**src/rtl/ealu_pkg.sv**
```systemverilog
`default_nettype none

package ealu_pkg;

    // operation codes
    localparam logic [4:0] OP_ADD   = 5'd0;
    localparam logic [4:0] OP_ADC   = 5'd1;
    localparam logic [4:0] OP_SUB   = 5'd2;
    localparam logic [4:0] OP_SBC   = 5'd3;
    localparam logic [4:0] OP_AND   = 5'd4;
    localparam logic [4:0] OP_OR    = 5'd5;
    localparam logic [4:0] OP_XOR   = 5'd6;
    localparam logic [4:0] OP_CP    = 5'd7;
    localparam logic [4:0] OP_RLC   = 5'd8;
    localparam logic [4:0] OP_RL    = 5'd9;
    localparam logic [4:0] OP_RRC   = 5'd10;
    localparam logic [4:0] OP_RR    = 5'd11;
    localparam logic [4:0] OP_CPL   = 5'd12;
    localparam logic [4:0] OP_INC8  = 5'd13;
    localparam logic [4:0] OP_DEC8  = 5'd14;
    localparam logic [4:0] OP_ADD16 = 5'd15;
    localparam logic [4:0] OP_INC16 = 5'd16;
    localparam logic [4:0] OP_DEC16 = 5'd17;

    // flag bit positions in the flag byte
    localparam int FLAG_Z = 7;
    localparam int FLAG_C = 4;

    typedef struct packed {
        logic [4:0]  opcode;
        logic [15:0] a_value;
        logic [15:0] b_value;
        logic [7:0]  flags_in;
    } cmd_t;

    typedef struct packed {
        logic [15:0] result;
        logic [7:0]  flags_out;
    } res_t;

    // operand setup stage
    typedef struct packed {
        logic [4:0]  op;
        logic [15:0] a;
        logic [7:0]  f;
        logic [15:0] x;
        logic [15:0] y;
        logic        ci;
    } s1_t;

    // execute stage
    typedef struct packed {
        logic [4:0]  op;
        logic [7:0]  f;
        logic [15:0] r;
        logic [7:0]  zb;
        logic        h;
        logic        c;
    } s2_t;

endpackage

`default_nettype wire

```
**src/rtl/ealu_calc.sv**
```systemverilog
`default_nettype none

module ealu_calc (
    input  wire ealu_pkg::s1_t s1,
    output ealu_pkg::s2_t      s2
);
    import ealu_pkg::*;

    logic [16:0] sum;
    logic        c4;
    logic        c8;
    logic        c12;
    logic        c16;
    logic        fc;
    logic [7:0]  a8;

    assign sum = {1'b0, s1.x} + {1'b0, s1.y} + {16'd0, s1.ci};
    // carry into a bit position recovered from the sum bits
    assign c4  = s1.x[4] ^ s1.y[4] ^ sum[4];
    assign c8  = sum[8];
    assign c12 = s1.x[12] ^ s1.y[12] ^ sum[12];
    assign c16 = sum[16];
    assign fc  = s1.f[FLAG_C];
    assign a8  = s1.a[7:0];

    always_comb
    begin
        s2.op = s1.op;
        s2.f  = s1.f;
        s2.r  = s1.a;
        s2.h  = 1'b0;
        s2.c  = 1'b0;
        unique case (s1.op)
            OP_ADD, OP_ADC:
            begin
                s2.r = {8'd0, sum[7:0]};
                s2.h = c4;
                s2.c = c8;
            end
            OP_SUB, OP_SBC:
            begin
                s2.r = {8'd0, sum[7:0]};
                s2.h = ~c4;
                s2.c = ~c8;
            end
            OP_CP:
            begin
                s2.r = s1.a;
                s2.h = ~c4;
                s2.c = ~c8;
            end
            OP_AND:   s2.r = {8'd0, s1.x[7:0] & s1.y[7:0]};
            OP_OR:    s2.r = {8'd0, s1.x[7:0] | s1.y[7:0]};
            OP_XOR:   s2.r = {8'd0, s1.x[7:0] ^ s1.y[7:0]};
            OP_RLC:
            begin
                s2.r = {8'd0, a8[6:0], a8[7]};
                s2.c = a8[7];
            end
            OP_RL:
            begin
                s2.r = {8'd0, a8[6:0], fc};
                s2.c = a8[7];
            end
            OP_RRC:
            begin
                s2.r = {8'd0, a8[0], a8[7:1]};
                s2.c = a8[0];
            end
            OP_RR:
            begin
                s2.r = {8'd0, fc, a8[7:1]};
                s2.c = a8[0];
            end
            OP_CPL:   s2.r = {8'd0, ~a8};
            OP_INC8, OP_DEC8:
                s2.r = {8'd0, sum[7:0]};
            OP_ADD16:
            begin
                s2.r = sum[15:0];
                s2.h = c12;
                s2.c = c16;
            end
            OP_INC16, OP_DEC16:
                s2.r = sum[15:0];
            default:  s2.r = s1.a;
        endcase
        // compare keeps the accumulator but its zero flag follows the difference
        s2.zb = (s1.op == OP_CP) ? sum[7:0] : s2.r[7:0];
    end

endmodule

`default_nettype wire

```
**src/rtl/eight_bit_alu_with_flags.sv**
```systemverilog
`default_nettype none

// channel   direction  handshake              payload
// cmd       in         cmd_valid / cmd_stall  ealu_pkg::cmd_t (opcode, operands, flags)
// res       out        res_valid / res_stall  ealu_pkg::res_t (result, flags)
//
// three register stages: operand setup, add/logic/rotate, flag merge into the
// output register; one transaction enters per cycle while cmd_stall is low
// each stage moves on when the stage after it is empty or moving, so bubbles
// close up and cmd_stall only rises when all three stages are full and res is stalled
// rst_n clears the stage valid bits only; payload registers are not reset
module eight_bit_alu_with_flags (
    input  wire                  clk,
    input  wire                  rst_n,
    input  wire                  cmd_valid,
    output logic                 cmd_stall,
    input  wire ealu_pkg::cmd_t  cmd,
    output logic                 res_valid,
    input  wire                  res_stall,
    output ealu_pkg::res_t       res
);
    import ealu_pkg::*;

    // stage valid bits
    logic v1_reg;
    logic v2_reg;
    logic v3_reg;

    // stage payloads
    s1_t  s1_reg;
    s1_t  s1_next;
    s2_t  s2_reg;
    s2_t  s2_next;
    res_t s3_reg;
    res_t s3_next;

    // stage enables, back to front
    logic en1;
    logic en2;
    logic en3;

    assign en3 = ~v3_reg | ~res_stall;
    assign en2 = ~v2_reg | en3;
    assign en1 = ~v1_reg | en2;

    assign cmd_stall = ~en1;
    assign res_valid = v3_reg;
    assign res       = s3_reg;

    // stage 1: pick adder operands and carry in
    // subtract forms add the inverted operand with inverted borrow
    always_comb
    begin
        s1_next.op = cmd.opcode;
        s1_next.a  = cmd.a_value;
        s1_next.f  = cmd.flags_in;
        s1_next.x  = {8'd0, cmd.a_value[7:0]};
        s1_next.y  = 16'd0;
        s1_next.ci = 1'b0;
        unique case (cmd.opcode)
            OP_ADD:   s1_next.y = {8'd0, cmd.b_value[7:0]};
            OP_ADC:
            begin
                s1_next.y  = {8'd0, cmd.b_value[7:0]};
                s1_next.ci = cmd.flags_in[FLAG_C];
            end
            OP_SUB, OP_CP:
            begin
                s1_next.y  = {8'd0, ~cmd.b_value[7:0]};
                s1_next.ci = 1'b1;
            end
            OP_SBC:
            begin
                s1_next.y  = {8'd0, ~cmd.b_value[7:0]};
                s1_next.ci = ~cmd.flags_in[FLAG_C];
            end
            OP_AND, OP_OR, OP_XOR:
                s1_next.y = {8'd0, cmd.b_value[7:0]};
            OP_INC8:  s1_next.ci = 1'b1;
            OP_DEC8:  s1_next.y  = 16'h00FF;
            OP_ADD16:
            begin
                s1_next.x = cmd.a_value;
                s1_next.y = cmd.b_value;
            end
            OP_INC16:
            begin
                s1_next.x  = cmd.a_value;
                s1_next.ci = 1'b1;
            end
            OP_DEC16:
            begin
                s1_next.x = cmd.a_value;
                s1_next.y = 16'hFFFF;
            end
            default:  s1_next.x = {8'd0, cmd.a_value[7:0]};
        endcase
    end

    // stage 2: adder, logic and rotates
    ealu_calc u_calc (
        .s1 (s1_reg),
        .s2 (s2_next)
    );

    // stage 3: zero detect and flag merge
    logic zf;
    logic [3:0] fhi;

    assign zf = (s2_reg.zb == 8'd0);

    always_comb
    begin
        unique case (s2_reg.op)
            OP_ADD, OP_ADC:
                fhi = {zf, 1'b0, s2_reg.h, s2_reg.c};
            OP_SUB, OP_SBC, OP_CP:
                fhi = {zf, 1'b1, s2_reg.h, s2_reg.c};
            OP_AND:
                fhi = {zf, 1'b0, 1'b1, 1'b0};
            OP_OR, OP_XOR:
                fhi = {zf, 3'b000};
            OP_RLC, OP_RL, OP_RRC, OP_RR:
                fhi = {zf, 1'b0, 1'b0, s2_reg.c};
            OP_ADD16:
                fhi = {s2_reg.f[FLAG_Z], 1'b0, s2_reg.h, s2_reg.c};
            default:
                fhi = s2_reg.f[7:4];
        endcase
        s3_next.result    = s2_reg.r;
        s3_next.flags_out = {fhi, s2_reg.f[3:0]};
    end

    // valid bits
    always_ff @(posedge clk or negedge rst_n)
    begin
        if (!rst_n)
        begin
            v1_reg <= 1'b0;
            v2_reg <= 1'b0;
            v3_reg <= 1'b0;
        end
        else
        begin
            if (en1)
                v1_reg <= cmd_valid;
            if (en2)
                v2_reg <= v1_reg;
            if (en3)
                v3_reg <= v2_reg;
        end
    end

    // payload, loaded only with a live transaction
    always_ff @(posedge clk)
    begin
        if (en1 && cmd_valid)
            s1_reg <= s1_next;
        if (en2 && v1_reg)
            s2_reg <= s2_next;
        if (en3 && v2_reg)
            s3_reg <= s3_next;
    end

    // input held off only with every stage full and the output stalled
    a_stall_full: assert property (@(posedge clk) disable iff (!rst_n)
        cmd_stall |-> (v1_reg && v2_reg && v3_reg && res_stall))
        else $error("cmd_stall with a free stage");

    // accepted transaction lands in stage 1
    a_accept: assert property (@(posedge clk) disable iff (!rst_n)
        (cmd_valid && !cmd_stall) |=> v1_reg)
        else $error("accepted transaction lost at stage 1");

    // stage 2 moves into the output register when it may
    a_move3: assert property (@(posedge clk) disable iff (!rst_n)
        (v2_reg && en3) |=> v3_reg)
        else $error("stage 2 transaction lost");

    // output stage drains when taken with nothing behind it
    a_drain: assert property (@(posedge clk) disable iff (!rst_n)
        (v3_reg && !res_stall && !v2_reg) |=> !v3_reg)
        else $error("result repeated");

endmodule

`default_nettype wire
```
**config.mk**
```make
export PLATFORM = sky130hd
export DESIGN_NAME = eight_bit_alu_with_flags
export DESIGN_NICKNAME = d
export VERILOG_FILES = /design/src/rtl/ealu_pkg.sv /design/src/rtl/ealu_calc.sv /design/src/rtl/eight_bit_alu_with_flags.sv
export SDC_FILE = /design/constraint.sdc
export NUM_CORES = 1
export LEC_CHECK = 0
export BUFFER_PORTS_ARGS = -buffer_cell sky130_fd_sc_hd__buf_4
export CELL_PAD_IN_SITES_DETAIL_PLACEMENT = 0
export CELL_PAD_IN_SITES_GLOBAL_PLACEMENT = 1
export CORE_MARGIN = 5
export CORE_UTILIZATION = 35
export DETAILED_ROUTE_END_ITERATION = 10
export GPL_TIMING_DRIVEN = 0
export PLACE_DENSITY_LB_ADDON = 0.1
export SYNTH_ARGS = -nofsm -noshare
export SYNTH_HDL_FRONTEND = slang
export SYNTH_HIERARCHICAL = 1
export SYNTH_SLANG_ARGS = --single-unit
```
**constraint.sdc**
```tcl
create_clock -name clk -period 2.5 [get_ports clk]
set_input_delay 0.125 -clock clk [delete_from_list [all_inputs] [get_ports clk]]
set_output_delay 0.125 -clock clk [all_outputs]
set_load 0.02 [all_outputs]
```
==> run_results.csv <==
group,metric,value,unit
run_status,status,"finished, violations left",
run_status,violations,"negative setup slack",
route,vias,4685,
power,p_total,5.98,mW
clocking,clk_latency,0.41,ns
yosys,syn_nets,622,
setup_path,path_buf_inv,1,
timing,finalSetupViolations,1,
final_layout,postLayoutCellArea,0.00829,mm2
floorplan,rows,49,
flow_run,max-cap-violations,0,
placement,place_area,0.00716,mm2
power,max-vdd-ir-drop,457,uV
yosys,ys_ff_latch,120,
final_layout,regArea,0.00359,mm2
final_layout,drive_gt1_share,22.9,%
setup_path,crit_path_max_incr_delay,0.43,ns
global_route,grt_usage,15.2,%
floorplan,coreArea,0.0178,mm2
setup_path,cp_common_cell,"fa_2",
setup_path,worstPathRequired,2.64,ns
yosys,synthAdderAreaFrac,5.42,%
yosys,post-synth-top-area-cell,"edfxtp_1",
yosys,synth_compound_area_share,17.7,%
timing,max_freq,0.394,GHz
placement,dp_hpwl,11200,um
worst_hold_path,hold_path_class,"input pin to asynchronous set/reset pin",
route,drc_errors,0,
final_layout,area_growth,32.1,%
clocking,cts_root_buf,"clkbuf_16",
final_layout,multiInputGateArea,0.00244,mm2
clocking,tritoncts,"done",
setup_path,reg2reg_to,"s2_reg[0]",
timing,final.period_utilization,101,%
route,vias_per_cell,5.02,
yosys,netlist_instances,547,
yosys,synth-edff-count,117,
timing,grt_setup_unrepaired,"true",
final_layout,largest_reg_flops,54,
timing,min_period,2.54,ns
floorplan,start_util,35.2,%
floorplan,io_pins,75,
final_layout,nets,766,
yosys,synth-xor-area-share,1.95,%
setup_path,crit_type,"flip-flop to flip-flop",
yosys,netlist_area,0.00628,mm2
setup_path,r2r_cells,9,
route,drtPass1Iterations,4,
final_layout,diodes,0,
yosys,yosysSeqAreaShare,57.2,%
yosys,ys_top_cells_by_area,"edfxtp_1, ha_1, o21ai_0, nand2_1, nor2_1",
global_route,grt_pass1_wl,24200,um
setup_path,regToRegSetupSlack,-0.04,ns
yosys,synth_mux_area_share,0.957,%
floorplan,die-area,0.0207,mm2
timing,fin_ws,-0.0373,ns
floorplan,die_w,144,um
timing,worst_pin_slew,0.872,ns
placement,place_congestion,0.876,
yosys,avgSynthCellArea,11.5,um2
final_layout,fillers,1667,
global_route,grt_pass1_vias,4557,
setup_path,path_cells,"fa_2 > inv_2 > fa_2 > nand2b_4 > a21oi_1 > o31a_1 > a21oi_4 > mux2i_1 > a311o_1",
yosys,synth_cell_types,64,
route,wirelength,15200,um
setup_path,cp_max_fo,3,
timing,drv_slew,0,
clocking,clk_pin_slew,0.06,ns
global_route,antenna_found_initial,0,
route,first_iter_violations,265,
clocking,clk_path_buf_depth,2,
clocking,cts_inserted_buffers,17,
final_layout,stdcell_count,933,
yosys,synthFlopType,"edfxtp_1",
clocking,cts.sinks,120,
setup_path,crit_start,"s1_reg[0]",
placement,port_buffers,74,
global_route,overflow,0,
yosys,yosys.area_share.simple,11.5,%
yosys,synth_top_area_share,56.0,%
yosys,yosysWarnings,6,
route,ant_nets,0,
yosys,synthArstFlopShare,2.50,%
timing,whs,0.0403,ns
setup_path,cp_data_arrival_time,2.68,ns
timing,max-slew-margin-rel,41.8,%
timing,hold_violations,0,
setup_path,cp-end-kind,"flip-flop",
setup_path,slowest_stage,"fa_2",
setup_path,start_kind,"flip-flop",
route,wl_per_cell,16.3,um
final_layout,fin_util,46.5,%
power,leakagePower,3.31,nW
yosys,synth_top_family_by_area,"compound AO/OA/AOI/OAI gates",
placement,dpl.cell_count,852,
power,power_density,721,mW/mm2
timing,fin_skew,0.00745,ns
global_route,grt_max_degree,41,
setup_path,crit_family,"compound AO/OA/AOI/OAI gates",
setup_path,reg2reg_from,"s1_reg[0]",
clocking,htree_levels,4,
floorplan,fp.dieH,144,um
## routing by layer
metal	share of wire (%)	routed length, um	track usage [%]
met1	47	7210	21.3
met2	46	7060	23.5
met3	4.8	734	3.19
met4	1.3	202	5.10
met5	0	0	0
## cell type report
class	count	area share [%]
flip-flops and latches	120	43.3
multi-input cells	360	29.4
repair buffers	127	13.0
clock buffers	17	5.13
well taps	229	3.46
plain buffers	34	2.52
clock inverters	15	1.84
inverters	31	1.40
## how the worst max path moves through the flow
stage	to	slack, ns	cells after the start
6_report	s2_reg[0]	-0.04	9
5_1_grt	s2_reg[0]	-0.09	9
4_1_cts	s2_reg[0]	-0.06	9
3_5_place_dp	s2_reg[0]	-0.55	9
3_3_place_gp	s2_reg[0]	-0.55	9
2_1_floorplan	s2_reg[0]	0.004	9
## Yosys cell counts, drive strengths merged, types with 5 or more instances
cell type / number
a211oi: 6
a21o: 16
a21oi: 26
a221o: 7
a22oi: 9
and2: 10
buf: 24
clkbuf: 12
edfxtp: 117
ha: 24
inv: 31
mux2i: 6
nand2: 48
nand2b: 6
nand3: 7
nor2: 42
nor3: 6
nor4: 5
o211ai: 9
o21a: 14
o21ai: 48
o22ai: 7
xnor2: 11
## cell usage in the layout, fill, tap and decap left out, types with 3 or more instances in the layout
cell type,instances
edfxtp_1,117
buf_4,97
nand2_1,48
o21ai_0,41
nor2_1,41
dlygate4sd3_1,40
inv_1,30
a21oi_1,24
ha_1,24
clkbuf_16,17
a21o_1,15
o21a_1,14
xnor2_1,10
clkbuf_1,9
o211ai_1,9
a22oi_1,9
and2_1,8
o22ai_1,7
o21ai_1,7
buf_2,7
nand3_1,7
a221o_1,7
mux2i_1,6
nor4_1,5
nand2b_1,5
clkinvlp_4,5
a211oi_1,5
buf_6,4
nor3_1,4
a31oi_1,3
nor2b_1,3
dfrtp_1,3
xor2_1,3
a221oi_1,3
## timing repair
item	4_1_cts	5_1_grt
gates resized for setup	10	8
setup buffers	7	4
pin swaps	4	1
setup endpoints to repair	12	11
hold buffers	40	0
hold endpoints to repair	47	0
## metrics by stage
stage	setup TNS (ns)	worst slack, ns
after floorplan	0	0.00354
after global placement	-23.22	-0.554
after detailed placement	-1.95	-0.547
after global routing	-0.230	-0.0874
final	-0.0373	-0.0373
after CTS	-0.0561	-0.0561
## logic make-up (layout without fill, tap and decap cells)
family	Yosys count	in the layout
buf+inv	67	224
xor+xnor	14	14
flops	120	120
mux	6	6
compound gates	167	167
fa+ha+maj	26	26
simple gates	147	147
## where the power goes
part	switching, mW	leakage [nW]	internal, mW
clock network	0.912	0.269	1.47
registers	0.0806	1.18	2.47
logic	0.592	1.86	0.462
total	1.58	3.31	4.40
Note: power is estimated with default switching activity, not from simulation.
